[src/design/aet_pkg.sv]
`default_nettype none

package aet_pkg;

  localparam int LEN_BITS = 16;
  localparam logic [LEN_BITS-1:0] LEN_MAX = '1;
  localparam logic [LEN_BITS-1:0] LEN_ONE = LEN_BITS'(1);
  localparam logic [LEN_BITS-1:0] LEN_ZERO = '0;

  typedef enum logic [3:0] {
    KIND_PLUS   = 4'd0,
    KIND_MINUS  = 4'd1,
    KIND_STAR   = 4'd2,
    KIND_SLASH  = 4'd3,
    KIND_LPAREN = 4'd4,
    KIND_RPAREN = 4'd5,
    KIND_INT    = 4'd6,
    KIND_DEC    = 4'd7,
    KIND_EOF    = 4'd8,
    KIND_ERROR  = 4'd9
  } kind_t;

  typedef enum logic [1:0] {
    ERR_NONE    = 2'd0,
    ERR_INVALID = 2'd1,
    ERR_UNTERM  = 2'd2
  } err_t;

  typedef enum logic [3:0] {
    MODE_IDLE       = 4'd0,
    MODE_SLASH      = 4'd1,
    MODE_INT        = 4'd2,
    MODE_INT_DOT    = 4'd3,
    MODE_DEC        = 4'd4,
    MODE_LINE_CMT   = 4'd5,
    MODE_BLOCK_CMT  = 4'd6,
    MODE_BLOCK_STAR = 4'd7,
    MODE_STOPPED    = 4'd8
  } mode_t;

  localparam logic [7:0] CH_PLUS   = 8'h2B;
  localparam logic [7:0] CH_MINUS  = 8'h2D;
  localparam logic [7:0] CH_STAR   = 8'h2A;
  localparam logic [7:0] CH_LPAREN = 8'h28;
  localparam logic [7:0] CH_RPAREN = 8'h29;
  localparam logic [7:0] CH_SLASH  = 8'h2F;
  localparam logic [7:0] CH_DOT    = 8'h2E;
  localparam logic [7:0] CH_NL     = 8'h0A;
  localparam logic [7:0] CH_TAB    = 8'h09;
  localparam logic [7:0] CH_CR     = 8'h0D;
  localparam logic [7:0] CH_SPACE  = 8'h20;
  localparam logic [7:0] CH_0      = 8'h30;
  localparam logic [7:0] CH_9      = 8'h39;

endpackage

`default_nettype wire

[src/design/aet_if.sv]
`default_nettype none

interface aet_in_if;
  logic       valid;
  logic       ready;
  logic [7:0] ch;
  logic       end_of_source;

  modport source (output valid, ch, end_of_source, input ready);
  modport sink (input valid, ch, end_of_source, output ready);
endinterface

interface aet_out_if #(
  parameter int OFFSET_BITS   = 24,
  parameter int LINE_COL_BITS = 16
);
  import aet_pkg::*;

  logic                     valid;
  logic                     ready;
  logic [3:0]               token_kind;
  logic [1:0]               error_code;
  logic [7:0]               bad_char;
  logic [LINE_COL_BITS-1:0] tok_line;
  logic [LINE_COL_BITS-1:0] tok_column;
  logic [OFFSET_BITS-1:0]   tok_offset;
  logic [LEN_BITS-1:0]      tok_length;
  logic                     last_of_run;

  modport source (output valid, token_kind, error_code, bad_char, tok_line, tok_column,
                  tok_offset, tok_length, last_of_run, input ready);
  modport sink (input valid, token_kind, error_code, bad_char, tok_line, tok_column,
                tok_offset, tok_length, last_of_run, output ready);
endinterface

`default_nettype wire

[src/design/aet_scan.sv]
`default_nettype none

module aet_scan #(
  parameter int OFFSET_BITS   = 24,
  parameter int LINE_COL_BITS = 16
) (
  input  wire logic       clk,
  input  wire logic       rst_n,
  input  wire logic       acc,
  input  wire logic [7:0] ch,
  input  wire logic       eos,
  output logic [1:0]      n_res,
  output logic [4+2+8+2*LINE_COL_BITS+OFFSET_BITS+aet_pkg::LEN_BITS:0] res0,
  output logic [4+2+8+2*LINE_COL_BITS+OFFSET_BITS+aet_pkg::LEN_BITS:0] res1
);
  import aet_pkg::*;

  localparam int LC  = LINE_COL_BITS;
  localparam int OFF = OFFSET_BITS;
  localparam int DW  = (OFF > LEN_BITS) ? OFF : LEN_BITS;

  typedef struct packed {
    logic [3:0]          token_kind;
    logic [1:0]          error_code;
    logic [7:0]          bad_char;
    logic [LC-1:0]       tok_line;
    logic [LC-1:0]       tok_column;
    logic [OFF-1:0]      tok_offset;
    logic [LEN_BITS-1:0] tok_length;
    logic                last_of_run;
  } res_t;

  function automatic res_t mk(kind_t k, err_t e, logic [7:0] b, logic [LC-1:0] ln,
                              logic [LC-1:0] cl, logic [OFF-1:0] of,
                              logic [LEN_BITS-1:0] len);
    res_t r;
    r.token_kind  = k;
    r.error_code  = e;
    r.bad_char    = b;
    r.tok_line    = ln;
    r.tok_column  = cl;
    r.tok_offset  = of;
    r.tok_length  = len;
    r.last_of_run = 1'b0;
    return r;
  endfunction

  mode_t          mode_r, mode_nxt;
  logic [LC-1:0]  cur_line_r, cur_col_r, st_line_r, st_col_r;
  logic [OFF-1:0] cur_off_r, st_off_r;

  // character classes
  logic  is_ws, is_dig, is_slash, is_star, is_dot, is_nl, op_valid;
  kind_t op_kind;

  always_comb begin
    is_nl    = (ch == CH_NL);
    is_ws    = (ch == CH_SPACE) || (ch == CH_TAB) || is_nl || (ch == CH_CR);
    is_dig   = (ch >= CH_0) && (ch <= CH_9);
    is_slash = (ch == CH_SLASH);
    is_star  = (ch == CH_STAR);
    is_dot   = (ch == CH_DOT);
    op_valid = 1'b1;
    unique case (ch)
      CH_PLUS:   op_kind = KIND_PLUS;
      CH_MINUS:  op_kind = KIND_MINUS;
      CH_STAR:   op_kind = KIND_STAR;
      CH_LPAREN: op_kind = KIND_LPAREN;
      CH_RPAREN: op_kind = KIND_RPAREN;
      default: begin
        op_kind  = KIND_PLUS;
        op_valid = 1'b0;
      end
    endcase
  end

  // positions after consuming one byte, or a '.' and then a digit
  logic [LC-1:0]  line_inc, col_inc, col2, line1, col1;
  logic [OFF-1:0] off_inc, off2;
  logic [DW-1:0]  pend_diff;
  logic [LEN_BITS-1:0] pend_len;

  always_comb begin
    line_inc  = (&cur_line_r) ? cur_line_r : cur_line_r + LC'(1);
    col_inc   = (&cur_col_r) ? cur_col_r : cur_col_r + LC'(1);
    col2      = (&col_inc) ? col_inc : col_inc + LC'(1);
    off_inc   = (&cur_off_r) ? cur_off_r : cur_off_r + OFF'(1);
    off2      = (&off_inc) ? off_inc : off_inc + OFF'(1);
    line1     = is_nl ? line_inc : cur_line_r;
    col1      = is_nl ? LC'(1) : col_inc;
    pend_diff = DW'(cur_off_r - st_off_r);
    pend_len  = (pend_diff > DW'(LEN_MAX)) ? LEN_MAX : pend_diff[LEN_BITS-1:0];
  end

  mode_t idle_mode;

  // next scan mode
  always_comb begin
    if (is_dig)                idle_mode = MODE_INT;
    else if (is_slash)         idle_mode = MODE_SLASH;
    else if (is_ws || op_valid) idle_mode = MODE_IDLE;
    else                       idle_mode = MODE_STOPPED;

    mode_nxt = mode_r;
    if (eos) begin
      unique case (mode_r)
        MODE_INT_DOT, MODE_BLOCK_CMT, MODE_BLOCK_STAR, MODE_STOPPED: mode_nxt = MODE_STOPPED;
        default: mode_nxt = MODE_IDLE;
      endcase
    end else begin
      unique case (mode_r)
        MODE_IDLE: mode_nxt = idle_mode;
        MODE_SLASH: begin
          if (is_slash)     mode_nxt = MODE_LINE_CMT;
          else if (is_star) mode_nxt = MODE_BLOCK_CMT;
          else              mode_nxt = idle_mode;
        end
        MODE_INT: begin
          if (is_dig)      mode_nxt = MODE_INT;
          else if (is_dot) mode_nxt = MODE_INT_DOT;
          else             mode_nxt = idle_mode;
        end
        MODE_INT_DOT:   mode_nxt = is_dig ? MODE_DEC : MODE_STOPPED;
        MODE_DEC:       mode_nxt = is_dig ? MODE_DEC : idle_mode;
        MODE_LINE_CMT:  mode_nxt = is_nl ? MODE_IDLE : MODE_LINE_CMT;
        MODE_BLOCK_CMT: mode_nxt = is_star ? MODE_BLOCK_STAR : MODE_BLOCK_CMT;
        MODE_BLOCK_STAR: begin
          if (is_slash)     mode_nxt = MODE_IDLE;
          else if (is_star) mode_nxt = MODE_BLOCK_STAR;
          else              mode_nxt = MODE_BLOCK_CMT;
        end
        default: mode_nxt = MODE_STOPPED;
      endcase
    end
  end

  // results and position actions
  logic  cons_c, cons_dd, mark, clr, flush, take_idle, idle_emit;
  kind_t flush_kind;
  res_t  r0, r1, idle_res, eof_res, dot_res;

  always_comb begin
    idle_emit = !(is_ws || is_dig || is_slash);
    idle_res  = op_valid ?
                mk(op_kind, ERR_NONE, 8'd0, cur_line_r, cur_col_r, cur_off_r, LEN_ONE) :
                mk(KIND_ERROR, ERR_INVALID, ch, cur_line_r, cur_col_r, cur_off_r, LEN_ONE);
    eof_res   = mk(KIND_EOF, ERR_NONE, 8'd0, cur_line_r, cur_col_r, cur_off_r, LEN_ZERO);
    dot_res   = mk(KIND_ERROR, ERR_INVALID, CH_DOT, cur_line_r, cur_col_r, cur_off_r,
                   LEN_ONE);

    n_res      = 2'd0;
    r0         = '0;
    r1         = '0;
    cons_c     = 1'b0;
    cons_dd    = 1'b0;
    mark       = 1'b0;
    clr        = 1'b0;
    flush      = 1'b0;
    take_idle  = 1'b0;
    flush_kind = KIND_INT;

    if (eos) begin
      unique case (mode_r)
        MODE_SLASH, MODE_INT, MODE_DEC: begin
          if (mode_r == MODE_SLASH)    flush_kind = KIND_SLASH;
          else if (mode_r == MODE_DEC) flush_kind = KIND_DEC;
          else                         flush_kind = KIND_INT;
          r0    = mk(flush_kind, ERR_NONE, 8'd0, st_line_r, st_col_r, st_off_r, pend_len);
          r1    = eof_res;
          n_res = 2'd2;
          clr   = 1'b1;
        end
        MODE_INT_DOT: begin
          r0    = mk(KIND_INT, ERR_NONE, 8'd0, st_line_r, st_col_r, st_off_r, pend_len);
          r1    = dot_res;
          n_res = 2'd2;
        end
        MODE_BLOCK_CMT, MODE_BLOCK_STAR: begin
          r0    = mk(KIND_ERROR, ERR_UNTERM, 8'd0, st_line_r, st_col_r, st_off_r, pend_len);
          n_res = 2'd1;
        end
        MODE_IDLE, MODE_LINE_CMT: begin
          r0    = eof_res;
          n_res = 2'd1;
          clr   = 1'b1;
        end
        default: ;
      endcase
    end else begin
      unique case (mode_r)
        MODE_IDLE: take_idle = 1'b1;
        MODE_SLASH: begin
          if (is_slash || is_star) begin
            cons_c = 1'b1;
          end else begin
            flush      = 1'b1;
            flush_kind = KIND_SLASH;
            take_idle  = 1'b1;
          end
        end
        MODE_INT: begin
          if (is_dig) begin
            cons_c = 1'b1;
          end else if (!is_dot) begin
            flush     = 1'b1;
            take_idle = 1'b1;
          end
        end
        MODE_INT_DOT: begin
          if (is_dig) begin
            cons_dd = 1'b1;
          end else begin
            r0    = mk(KIND_INT, ERR_NONE, 8'd0, st_line_r, st_col_r, st_off_r, pend_len);
            r1    = dot_res;
            n_res = 2'd2;
          end
        end
        MODE_DEC: begin
          if (is_dig) begin
            cons_c = 1'b1;
          end else begin
            flush      = 1'b1;
            flush_kind = KIND_DEC;
            take_idle  = 1'b1;
          end
        end
        MODE_LINE_CMT, MODE_BLOCK_CMT, MODE_BLOCK_STAR: cons_c = 1'b1;
        default: ;
      endcase
    end

    if (take_idle) begin
      cons_c = is_ws || is_dig || is_slash || op_valid;
      mark   = is_dig || is_slash;
    end

    if (flush) begin
      r0 = mk(flush_kind, ERR_NONE, 8'd0, st_line_r, st_col_r, st_off_r, pend_len);
      if (idle_emit) begin
        r1    = idle_res;
        n_res = 2'd2;
      end else begin
        n_res = 2'd1;
      end
    end else if (take_idle && idle_emit) begin
      r0    = idle_res;
      n_res = 2'd1;
    end

    if (n_res == 2'd1) r0.last_of_run = 1'b1;
    if (n_res == 2'd2) r1.last_of_run = 1'b1;

    res0 = r0;
    res1 = r1;
  end

  always_ff @(posedge clk) begin
    if (!rst_n) begin
      mode_r     <= MODE_IDLE;
      cur_line_r <= LC'(1);
      cur_col_r  <= LC'(1);
      cur_off_r  <= '0;
      st_line_r  <= LC'(1);
      st_col_r   <= LC'(1);
      st_off_r   <= '0;
    end else if (acc) begin
      mode_r <= mode_nxt;
      if (clr) begin
        cur_line_r <= LC'(1);
        cur_col_r  <= LC'(1);
        cur_off_r  <= '0;
        st_line_r  <= LC'(1);
        st_col_r   <= LC'(1);
        st_off_r   <= '0;
      end else begin
        if (cons_c) begin
          cur_line_r <= line1;
          cur_col_r  <= col1;
          cur_off_r  <= off_inc;
        end else if (cons_dd) begin
          cur_col_r <= col2;
          cur_off_r <= off2;
        end
        if (mark) begin
          st_line_r <= cur_line_r;
          st_col_r  <= cur_col_r;
          st_off_r  <= cur_off_r;
        end
      end
    end
  end

endmodule

`default_nettype wire

[src/design/aet_rq.sv]
`default_nettype none

module aet_rq #(
  parameter int DATA_W = 32
) (
  input  wire logic              clk,
  input  wire logic              rst_n,
  input  wire logic [1:0]        push_cnt,
  input  wire logic [DATA_W-1:0] din0,
  input  wire logic [DATA_W-1:0] din1,
  output logic                   room,
  output logic                   out_valid,
  input  wire logic              out_ready,
  output logic [DATA_W-1:0]      dout
);

  localparam int DEPTH = 4;

  logic [DATA_W-1:0] mem_r [DEPTH];
  logic [1:0]        wr_ptr_r, rd_ptr_r;
  logic [2:0]        cnt_r;
  logic              pop;

  assign room      = (cnt_r <= 3'(DEPTH - 2));
  assign out_valid = (cnt_r != 3'd0);
  assign dout      = mem_r[rd_ptr_r];
  assign pop       = out_valid && out_ready;

  always_ff @(posedge clk) begin
    if (push_cnt != 2'd0) mem_r[wr_ptr_r] <= din0;
    if (push_cnt == 2'd2) mem_r[wr_ptr_r + 2'd1] <= din1;
  end

  always_ff @(posedge clk) begin
    if (!rst_n) begin
      wr_ptr_r <= '0;
      rd_ptr_r <= '0;
      cnt_r    <= '0;
    end else begin
      wr_ptr_r <= wr_ptr_r + push_cnt;
      if (pop) rd_ptr_r <= rd_ptr_r + 2'd1;
      cnt_r <= cnt_r + 3'(push_cnt) - 3'(pop);
    end
  end

endmodule

`default_nettype wire

[src/design/arith_expression_tokenizer.sv]
`default_nettype none

// Channel   Dir  Fields                                              Handshake
// in_chan   in   ch, end_of_source                                   valid/ready
// out_chan  out  token_kind, error_code, bad_char, tok_line,         valid/ready
//                tok_column, tok_offset, tok_length, last_of_run
//
// One request per cycle while in_chan.ready is high: the scanner state updates in the
// cycle a request is taken. A request yields 0, 1 or 2 tokens into a 4-entry result
// queue; two tokens from one request leave it in turn. in_chan.ready falls while the
// queue holds more than two tokens. Synchronous active-low reset returns the scanner to
// line 1, column 1, offset 0; after an error, requests are taken but give no token.

module arith_expression_tokenizer #(
  parameter int OFFSET_BITS   = 24,
  parameter int LINE_COL_BITS = 16
) (
  input wire logic  clk,
  input wire logic  rst_n,
  aet_in_if.sink    in_chan,
  aet_out_if.source out_chan
);
  import aet_pkg::*;

  localparam int LC  = LINE_COL_BITS;
  localparam int OFF = OFFSET_BITS;

  typedef struct packed {
    logic [3:0]          token_kind;
    logic [1:0]          error_code;
    logic [7:0]          bad_char;
    logic [LC-1:0]       tok_line;
    logic [LC-1:0]       tok_column;
    logic [OFF-1:0]      tok_offset;
    logic [LEN_BITS-1:0] tok_length;
    logic                last_of_run;
  } res_t;

  localparam int RES_W = $bits(res_t);

  logic             acc, room;
  logic [1:0]       n_res, push_cnt;
  logic [RES_W-1:0] res0, res1, q_dout;
  res_t             q_res;

  assign in_chan.ready = room;
  assign acc           = in_chan.valid && room;
  assign push_cnt      = acc ? n_res : 2'd0;

  aet_scan #(
    .OFFSET_BITS   (OFF),
    .LINE_COL_BITS (LC)
  ) u_scan (
    .clk   (clk),
    .rst_n (rst_n),
    .acc   (acc),
    .ch    (in_chan.ch),
    .eos   (in_chan.end_of_source),
    .n_res (n_res),
    .res0  (res0),
    .res1  (res1)
  );

  aet_rq #(
    .DATA_W (RES_W)
  ) u_rq (
    .clk       (clk),
    .rst_n     (rst_n),
    .push_cnt  (push_cnt),
    .din0      (res0),
    .din1      (res1),
    .room      (room),
    .out_valid (out_chan.valid),
    .out_ready (out_chan.ready),
    .dout      (q_dout)
  );

  assign q_res               = q_dout;
  assign out_chan.token_kind  = q_res.token_kind;
  assign out_chan.error_code  = q_res.error_code;
  assign out_chan.bad_char    = q_res.bad_char;
  assign out_chan.tok_line    = q_res.tok_line;
  assign out_chan.tok_column  = q_res.tok_column;
  assign out_chan.tok_offset  = q_res.tok_offset;
  assign out_chan.tok_length  = q_res.tok_length;
  assign out_chan.last_of_run = q_res.last_of_run;

endmodule

`default_nettype wire

[src/flat_wrapper.sv]
// flat-port wrapper written by rule: the top's interface ports become plain ports
module arith_expression_tokenizer_flat import aet_pkg::*;
#(
  parameter int OFFSET_BITS   = 24,
  parameter int LINE_COL_BITS = 16
)
  (clk, rst_n, in_chan_valid, in_chan_ch, in_chan_end_of_source, in_chan_ready, out_chan_valid, out_chan_token_kind, out_chan_error_code, out_chan_bad_char, out_chan_tok_line, out_chan_tok_column, out_chan_tok_offset, out_chan_tok_length, out_chan_last_of_run, out_chan_ready);
  aet_in_if in_chan_i ();
  aet_out_if #(.OFFSET_BITS(OFFSET_BITS), .LINE_COL_BITS(LINE_COL_BITS)) out_chan_i ();
  input wire logic clk;
  input wire logic rst_n;
  input wire logic [$bits(in_chan_i.valid)-1:0] in_chan_valid;
  input wire logic [$bits(in_chan_i.ch)-1:0] in_chan_ch;
  input wire logic [$bits(in_chan_i.end_of_source)-1:0] in_chan_end_of_source;
  output wire logic [$bits(in_chan_i.ready)-1:0] in_chan_ready;
  output wire logic [$bits(out_chan_i.valid)-1:0] out_chan_valid;
  output wire logic [$bits(out_chan_i.token_kind)-1:0] out_chan_token_kind;
  output wire logic [$bits(out_chan_i.error_code)-1:0] out_chan_error_code;
  output wire logic [$bits(out_chan_i.bad_char)-1:0] out_chan_bad_char;
  output wire logic [$bits(out_chan_i.tok_line)-1:0] out_chan_tok_line;
  output wire logic [$bits(out_chan_i.tok_column)-1:0] out_chan_tok_column;
  output wire logic [$bits(out_chan_i.tok_offset)-1:0] out_chan_tok_offset;
  output wire logic [$bits(out_chan_i.tok_length)-1:0] out_chan_tok_length;
  output wire logic [$bits(out_chan_i.last_of_run)-1:0] out_chan_last_of_run;
  input wire logic [$bits(out_chan_i.ready)-1:0] out_chan_ready;
  assign in_chan_i.valid = in_chan_valid;
  assign in_chan_i.ch = in_chan_ch;
  assign in_chan_i.end_of_source = in_chan_end_of_source;
  assign in_chan_ready = in_chan_i.ready;
  assign out_chan_valid = out_chan_i.valid;
  assign out_chan_token_kind = out_chan_i.token_kind;
  assign out_chan_error_code = out_chan_i.error_code;
  assign out_chan_bad_char = out_chan_i.bad_char;
  assign out_chan_tok_line = out_chan_i.tok_line;
  assign out_chan_tok_column = out_chan_i.tok_column;
  assign out_chan_tok_offset = out_chan_i.tok_offset;
  assign out_chan_tok_length = out_chan_i.tok_length;
  assign out_chan_last_of_run = out_chan_i.last_of_run;
  assign out_chan_i.ready = out_chan_ready;
  arith_expression_tokenizer #(.OFFSET_BITS(OFFSET_BITS), .LINE_COL_BITS(LINE_COL_BITS)) u_core (.clk(clk), .rst_n(rst_n), .in_chan(in_chan_i), .out_chan(out_chan_i));
endmodule
[config.mk]
export PLATFORM = sky130hd
export DESIGN_NAME = arith_expression_tokenizer_flat
export DESIGN_NICKNAME = d
export VERILOG_FILES = /design/src/design/aet_pkg.sv /design/src/design/aet_if.sv /design/src/design/aet_scan.sv /design/src/design/aet_rq.sv /design/src/design/arith_expression_tokenizer.sv /design/src/flat_wrapper.sv
export SDC_FILE = /design/constraint.sdc
export NUM_CORES = 1
export LEC_CHECK = 0
export ABC_CLOCK_PERIOD_IN_PS = 10600
export BUFFER_PORTS_ARGS = -buffer_cell sky130_fd_sc_hd__buf_4
export CAP_MARGIN = 20
export CORE_ASPECT_RATIO = 1.25
export CORE_UTILIZATION = 50
export CTS_CLUSTER_DIAMETER = 60
export DETAILED_ROUTE_END_ITERATION = 10
export PLACE_DENSITY = 0.67
export SLEW_MARGIN = 20
export SYNTH_ARGS = -nofsm -noshare
export SYNTH_HDL_FRONTEND = slang
export SYNTH_HIERARCHICAL = 1
export SYNTH_SLANG_ARGS = --single-unit
[constraint.sdc]
create_clock -name clk -period 10.6 [get_ports clk]
set_clock_uncertainty 0.2 [all_clocks]
set_input_delay 2.12 -clock clk [delete_from_list [all_inputs] [get_ports clk]]
set_output_delay 2.12 -clock clk [all_outputs]
set_load 0.03 [all_outputs]
; ---- Yosys cells after proc, flatten, opt, wreduce, memory -nomap -nowiden
; Memories as Yosys holds them, arrays and structs flattened. A register that Yosys moved wholly into a read port is not among the register bits.
; Cells that the tools add are included.
; Widths: inputs -> output; s select.
[classes]
n_addsub = 11
multipliers = 0
n_div = 0
n_lt_le_gt_ge = 4
n_eq_ne = 23
shift = 0
n_mux = 93
bitwise = 0
n_reduce_logical = 39
[ops]
columns = operator, n
row1 = $mux 87, 9
row2 = $pmux 87 s4, 1
row3 = $mux 16, 15
row4 = $pmux 87 s2, 1
row5 = $mux 86, 2
row6 = $mux 24, 7
row7 = $eq 8x6->1 const B, 8
row8 = $add 16x1->16 const B, 3
row9 = $add 24x1->24 const B, 2
row10 = $mux 4, 12
row11 = $reduce_and 16->1, 3
row12 = $reduce_and 24->1, 2
row13 = $pmux 4 s8, 1
row14 = $mux 1, 25
row15 = $eq 8x4->1 const B, 3
row16 = $gt 24x16->1 const B, 1
row17 = $sub 24x24->24, 1
row18 = $mux 2, 9
row19 = $eq 4x3->1 const B, 4
row20 = $mux 3, 5
row21 = $pmux 3 s4, 1
row22 = $reduce_or 4->1, 3
row23 = $reduce_or 5->1, 2
row24 = $logic_or 1x1->1, 9
row25 = other kinds (26), 41
[totals]
reg_bits = 123
latchBits = 0
ram_bits = 348
rom_bits = 0
in_bits = 13
word_cells = 181
mem_count = 1
[memory_table]
columns = memory, depth, word_bits, read_ports, rd_ports_with_merged_regs, wr, line_no
row1 = u_core.u_rq.mem_r, 4, 87, 1, 1, 2, aet_rq.sv:19  ; logic [DATA_W-1:0] mem_r [DEPTH];

; ---- Depth between registers and ports, before layout
; Gate-level depths: netlist of the first run.
[depth]
depth_word = 14
depth_mapped = 17

; ---- Modules after synthesis
; The synthesis of the first run kept the hierarchy.
[by_module_without_submodules]
columns = module, n_inst, cells_per_inst, area_per_inst_um2
row1 = aet_rq, 1, 897, 17237.8
row2 = aet_scan, 1, 1445, 10183.5
row3 = arith_expression_tokenizer, 1, 3, 18.8

; ---- Least setup slack after synthesis of the first run
; No wires, ideal clock.
[synth_path]
path_kind = input-to-reg
startpoint = input port in_chan_ch[1]
endpoint = memory u_core/u_rq/mem_r[2][0] (netlist name), enable pin
setup_time_ns = 0.561
t_arrival_ns = 8.704
required_time_ns = 9.839
path_slack_ns = 1.134
path_stages = 14
path_buffers = 3
cell_sequence = clkbuf_1 o21ai_1 nand3_1 o211a_1 or2_2 o211a_1 nand2_1 clkbuf_1 inv_1 a31oi_1 and3_1 buf_2 or3b_2 a21oi_1
[synth_lines]
columns = element, line_no
row1 = start: declaration, flat_wrapper.sv:13  ; input wire logic [$bits(in_chan_i.ch)-1:0] in_chan_ch;
row2 = end: declaration, aet_rq.sv:19

==> run metrics, run 1 <==
Multi-input gate area=between 10000 and 15000 µm²; total track usage=a little over a quarter; CTS H-tree lvls=2; total grt overflow=0; layout cells sized above 1=a little over a quarter; initial antenna violation count=0; Mapped Area=around 27000 µm²; Syn Area/Cell=approximately 12 µm²; maxcap violations=0; CP Data Required Time=10.75 ns; Antenna diodes=0; IO Port Bufs=around 100; CTS max path bufs=3; Adder-Cell Fraction of Synth Area=about 1.6%; Tcrit/Tclk final=approximately three fifths; vias per inst=approximately 6.3; Ports=102; worst setup margin=~4 ns; met2 usage=47.2%; synth unique cells=94; Leak=0.0107 µW; Worst Tran Pin Value=approximately 1.1 ns; final hold viol count=0; final wirelength=74.8 mm; Tmin final=6.54 ns; Synth Flop Type=edfxtp_1; Die Span Y=264 µm; number of nets in the layout=between 2000 and 2500; Cells after Synth=between 2000 and 2500; grt met3 use=between 3 and 4%; final setup fails=0; Setup TNS=0 ns; status=completed; Simple-Gate Fraction of Synth Area=between 10% and 20%; CP Cell Sequence=buf_4 -> nor3_2 -> a31oi_1 -> a31o_2 -> o311a_1 -> nand2_1 -> a31oi_1 -> and3_1 -> and4bb_4 -> buf_4 -> mux2_2; length of the first detailed-routing pass in iterations=6; RSZ-0062 raised after global routing=no; Core Region=54000 µm²; Worst Path Buf+Inv=2; Async SR Flop Fraction=0%; DR iter-0 viols=1762; Hold WC Path Type=flip-flop to flip-flop; root buffer selected by CTS=clkbuf_16; total CTS buffers=52; DP Wirelength=45.2 mm; #FFs+latches synth=about 470; first-pass GRT wire length=roughly 120 mm; number of fill cells=approximately 4600; Reg clk slew, reported paths=~0.06 ns; Via Count=19600; Routed Antenna Nets=0; pwr dens=approximately 170 nW/µm²; compound-cell area share of the yosys netlist=about a tenth; CTS Sinks=473; setup bufs post-CTS=0; CTS resizes=0; main combinational cell family by area after synthesis=multiplexers; met1 GRT Util=about 34%; Post-synth EDFFs=between 300 and 400; CP top delay family=simple AND/OR/NAND/NOR gates; Crit Path Category=input port to flip-flop; slowest CP cell=and4bb_4; Post-CTS Hold Buffers=0; xor/xnor share of the synthesized area=under 10%; crit end category=flip-flop; Reg area=around 13000 µm²; die width=212 µm; layer with the highest usage=met2; vias in the first global route=19600; Seq/Total Area, Yosys=~47%; startpoint types=input port; pre-CTS WS=roughly 3.5 ns; Routed WL per cell=about 24 µm; fmax=~0.15 GHz; max-slew violations=0; die area=roughly 56000 µm²; num rows=95; maximum number of pins on one net before global-route repair=slightly below 80; Residual DRC=0; Rel. slew slack=between 20 and 25%; crit-path max cell delay=roughly 1.1 ns; VDD IR max=between 150 and 200 µV; CTS tree=built; Clock Latency Late Sink=just over 0.6 ns; Worst Path Arrival=approximately 6.7 ns; multiplexer share of the synthesized area=between 20% and 30%; area grow syn2layout=10.1%; Crit Path Max Fanout=50; initial core utilization=between 50% and 60%; Placer Congestion=between 0.9 and 1; synth warn=6
-- worst paths after layout --
path | cells after the start | startpoint | slack (ns) | endpoint
setup reg to reg | 12 | u_core/u_scan/mode_r[0] | 4.93 | u_core/u_rq/mem_r[3][58]
hold / removal | 2 | u_core/u_scan/st_col_r[5] | 0.26 | u_core/u_scan/st_col_r[5]
setup / recovery | 11 | in_chan_ch[4] | 4.06 | u_core/u_rq/mem_r[3][58]
hold reg to reg | 2 | u_core/u_scan/st_col_r[5] | 0.26 | u_core/u_scan/st_col_r[5]
-- synth_stat cells (all sizes together) (13+ instances only) --
cell type,instances,area (µm²)
dfxtp,125,2500
and3,24,150
buf,101,618
a22o,40,350
nand2b,18,113
or3,14,87.6
nand4,25,171
a21oi,77,385
nor3,32,170
o21ai,108,541
edfxtp,348,10500
inv,55,206
xnor2,32,280
nand2,198,743
nor2,89,339
mux4,87,1960
nor2b,13,81.3
clkbuf,95,358
a31oi,20,131
nand3,94,470
mux2,352,3970
mux2i,18,180
and2,75,469
ha,32,400
xor2,27,236
a21boi,61,458
-- per-stage QoR --
stage | util [%] | hold WS, ns | instances | instance area (µm²) | power (µW)
3_5_place_dp | 52.9 | 0.258 | 3024 | 28600 | 3540
5_1_grt | 56.0 | 0.286 | 3121 | 30200 | 5430
4_1_cts | 56.0 | 0.266 | 3121 | 30200 | 5300
3_3_place_gp | 52.9 | 0.248 | 3024 | 28600 | 3520
6_report | 56.0 | 0.263 | 3121 | 30200 | 5250
2_1_floorplan | - | 0.241 | 2360 | 27500 | 3080
-- registers in the layout, indices dropped and copies added (netlist names), named ones only --
| signal | count |
|---|---|
| u_core/u_rq/wr_ptr_r | 2 |
| u_core/u_rq/mem_r | 348 |
| u_core/u_rq/rd_ptr_r | 2 |
| u_core/u_scan/cur_col_r | 16 |
| u_core/u_scan/st_off_r | 24 |
| u_core/u_scan/mode_r | 4 |
| u_core/u_scan/cur_off_r | 24 |
| u_core/u_rq/cnt_r | 3 |
| u_core/u_scan/cur_line_r | 16 |
| u_core/u_scan/st_col_r | 16 |
| u_core/u_scan/st_line_r | 16 |
-- area by class of cell --
cell class                 instances  area share (%)
multi-input combinational       1635            44.6
sequential                       473            42.9
clock buffer                      79            4.98
timing repair buffer             133            3.35
tap                              727            3.01
inverter                          56           0.696
clock inverter                    18           0.489
-- layout by cell type, fill, tap and decap left out, types with 11 or more instances in the layout --
cell and instances:
edfxtp_1 348, nor2_1 85, nand4_1 24, nor3_1 30, nand2b_1 18, mux2_2 321
xor2_1 27, mux2i_1 18, nor2b_1 12, nand3_1 94, inv_1 55, o21ai_0 104
conb_1 16, and3_1 24, mux4_2 87, a21boi_0 61, mux2_1 30, a31oi_1 19
dfxtp_1 123, ha_1 32, a22o_1 40, and2_1 75, or3_1 14, clkbuf_1 19
xnor2_1 32, a21o_1 11, buf_4 132, a21oi_1 73, clkbuf_16 54, nand2_1 196
-- metal layers --
layer  routed length (µm)  vias to the layer above
met2                38000                      674
met3                 3930                      152
li1                     -                     8878
met1                30600                     9863
met4                 2340                        0
met5                    0                        -
-- worst min-delay path, cell delays in order, from the launching register on --
cell and delay [ns]:
dfxtp_1 0.31, nand2_1 0.05, a21boi_0 0.06
-- report_power, final --
part / total (µW) / switching (µW) / internal [µW]
Sequential: 2180 / 52.1 / 2120
Combinational: 1300 / 809 / 494
Clock: 1770 / 758 / 1010
-- cell families (layout without fill, tap and decap cells) --
group	Yosys count	count (layout)
simple gates	645	645
flops	473	473
mux	457	457
compound gates	421	421
buf+inv	252	286
xor+xnor	61	61
fa+ha+maj	35	35
other cells	1	16
Note: power is estimated with default switching activity, not from simulation.
==> run 2, diff against run 1 <==
--- a/config.mk
+++ b/config.mk
@@ -5,14 +5,14 @@
 export SDC_FILE = /design/constraint.sdc
 export NUM_CORES = 1
 export LEC_CHECK = 0
-export ABC_CLOCK_PERIOD_IN_PS = 10600
+export ABC_CLOCK_PERIOD_IN_PS = 6000
 export BUFFER_PORTS_ARGS = -buffer_cell sky130_fd_sc_hd__buf_4
 export CAP_MARGIN = 20
 export CORE_ASPECT_RATIO = 1.25
 export CORE_UTILIZATION = 50
 export CTS_CLUSTER_DIAMETER = 60
 export DETAILED_ROUTE_END_ITERATION = 10
-export PLACE_DENSITY = 0.67
+export PLACE_DENSITY = 0.69
 export SLEW_MARGIN = 20
 export SYNTH_ARGS = -nofsm -noshare
 export SYNTH_HDL_FRONTEND = slang
==> constraint.sdc (replaced) <==
create_clock -name clk -period 6 [get_ports clk]
set_clock_uncertainty 0.2 [all_clocks]
set_input_delay 1.2 -clock clk [delete_from_list [all_inputs] [get_ports clk]]
set_output_delay 1.2 -clock clk [all_outputs]
set_load 0.03 [all_outputs]
==> run 2 against run 1 <==
First-iteration DRC count down 21%; cell count up 0.54%; sequential share of layout area down 0.31 points.
==> run metrics, run 2 (synthesis results as in run 1) <==
status=completed; Worst Tran Pin Value=approximately 1.0 ns; CTS Sinks=473; worst setup margin=around 0.9 ns; num rows=95; Logic pwr share=24.8%; commonest non-fill, non-tap cell in the layout=edfxtp_1; total grt overflow=0; DP Wirelength=44.9 mm; area grow syn2layout=10.9%; Routed Antenna Nets=0; Tcrit/Tclk final=between 80% and 90%; Leak=~0.011 µW; DR iter-0 viols=~1400; Core Region=between 50000 and 60000 µm²; metal1 wirelength=just under 30 mm; Crit Path Category=flip-flop to flip-flop; pre-CTS WS=roughly 0.68 ns; vias per inst=6.21; final hold viol count=0; initial antenna violation count=0; Power Total=9140 µW; uppermost layer routed=met4; number of fill cells=~4600; CTS max path bufs=3; sequential power share=between 40% and 50%; dpl cells=around 3000; root buffer selected by CTS=clkbuf_16; vias in the first global route=between 15000 and 20000; Worst Path Arrival=about 5.3 ns; Switch Pwr=2810 µW; Clock Latency Late Sink=between 0.6 and 0.7 ns; maximum number of pins on one net before global-route repair=slightly below 80; Top Registers=u_core/u_rq/mem_r (348), u_core/u_scan/cur_off_r (24), u_core/u_scan/st_off_r (24); WHS=between 0.2 and 0.3 ns; Biggest register=u_core/u_rq/mem_r; Crit Path Max Fanout=15; layout cells sized above 1=around 28%; maxcap violations=0; Tmin final=~5.1 ns; clock power share=~33%; Finished Layout Cells=~3100; Antenna diodes=0; pwr dens=around 300 nW/µm²; Placer Congestion=about 0.92; crit end category=flip-flop; CTS tree=built; first-pass GRT wire length=around 110 mm; CTS resizes=0; total track usage=25.8%; length of the first detailed-routing pass in iterations=6; initial core utilization=between 50 and 60%; Routed WL per cell=between 20 and 25 µm; Post-CTS Hold Buffers=0; die area=55800 µm²; startpoint types=flip-flop; Rel. slew slack=between 30% and 40%; cell-internal power=6330 µW; switching share of power=30.7%; Setup TNS=0 ns; Ports=between 100 and 150; total CTS buffers=50; CTS H-tree lvls=2; setup bufs post-CTS=0; RSZ-0062 raised after global routing=no; IO Port Bufs=between 100 and 150; final setup fails=0; Reg clk slew, reported paths=~0.06 ns; VDD IR max=216 µV; die width=212 µm; most frequent cells in the layout=edfxtp_1, mux2_2, nand2_1; Die Span Y=roughly 260 µm; number of nets in the layout=between 2000 and 2500; max reg flops=348; CP Data Required Time=6.15 ns; fmax=0.195 GHz; final wirelength=roughly 72 mm; max-slew violations=0; Residual DRC=0; Via Count=19500; met2 WL=around 37 mm; Hold WC Path Type=flip-flop to flip-flop; DR WL met3=between 3 and 4 mm
run 2: cell type report:
class / instances / area, µm² / share of cell area (%)
multi-input cells: 1635 / 13500 / 44.2
clock inverters: 28 / 205 / 0.674
flip-flops and latches: 473 / 13000 / 42.6
well taps: 727 / 910 / 2.99
clock buffers: 65 / 1350 / 4.43
repair buffers: 154 / 1340 / 4.42
inverters: 56 / 210 / 0.691
run 2: stage by stage:
stage	util, %	instance area [µm²]
floorplan	-	27500
global placement	53.5	28900
detailed placement	53.5	28900
CTS	56.4	30400
global route	56.4	30400
finish	56.4	30400
run 2: path summary, 6_finish.rpt:
check	slack (ns)	start	cells past startpoint	to
worst min-delay path	0.26	u_core/u_scan/st_line_r[11]	2	u_core/u_scan/st_line_r[11]
worst max register to register	0.88	u_core/u_scan/cur_off_r[0]	15	u_core/u_rq/mem_r[0][11]
worst max-delay path	0.88	u_core/u_scan/cur_off_r[0]	15	u_core/u_rq/mem_r[0][11]
worst min register to register	0.26	u_core/u_scan/st_line_r[11]	2	u_core/u_scan/st_line_r[11]
run 2: power groups by stage:
stage	Clock, µW	Sequential (µW)	Combinational (µW)
final	2980	3900	2270
after global routing	3150	3930	2380
after CTS	3030	3910	2300
after detailed placement	0	3980	2290
after global placement	0	3960	2280
after floorplan	0	3870	1560
run 2: routing by layer:
| metal | global-route usage, % | vias to the layer above |
|---|---|---|
| met3 | 3.26 | 123 |
| li1 | - | 8899 |
| met5 | 0 | - |
| met4 | 9.28 | 0 |
| met2 | 44.7 | 586 |
| met1 | 33.0 | 9870 |
run 2: worst max-delay path, cell delays in order, from the launching register on:
cell,delay [ns]
dfxtp_1,0.50
inv_1,0.14
ha_1,0.30
inv_1,0.10
fa_1,0.20
a21o_1,0.11
a21oi_1,0.12
o21a_1,0.24
nor4b_1,0.70
o21a_1,0.30
a21oi_1,0.13
a311o_1,0.33
nor4_1,0.19
o2111a_1,0.66
a21oi_1,0.30
mux2_2,0.34
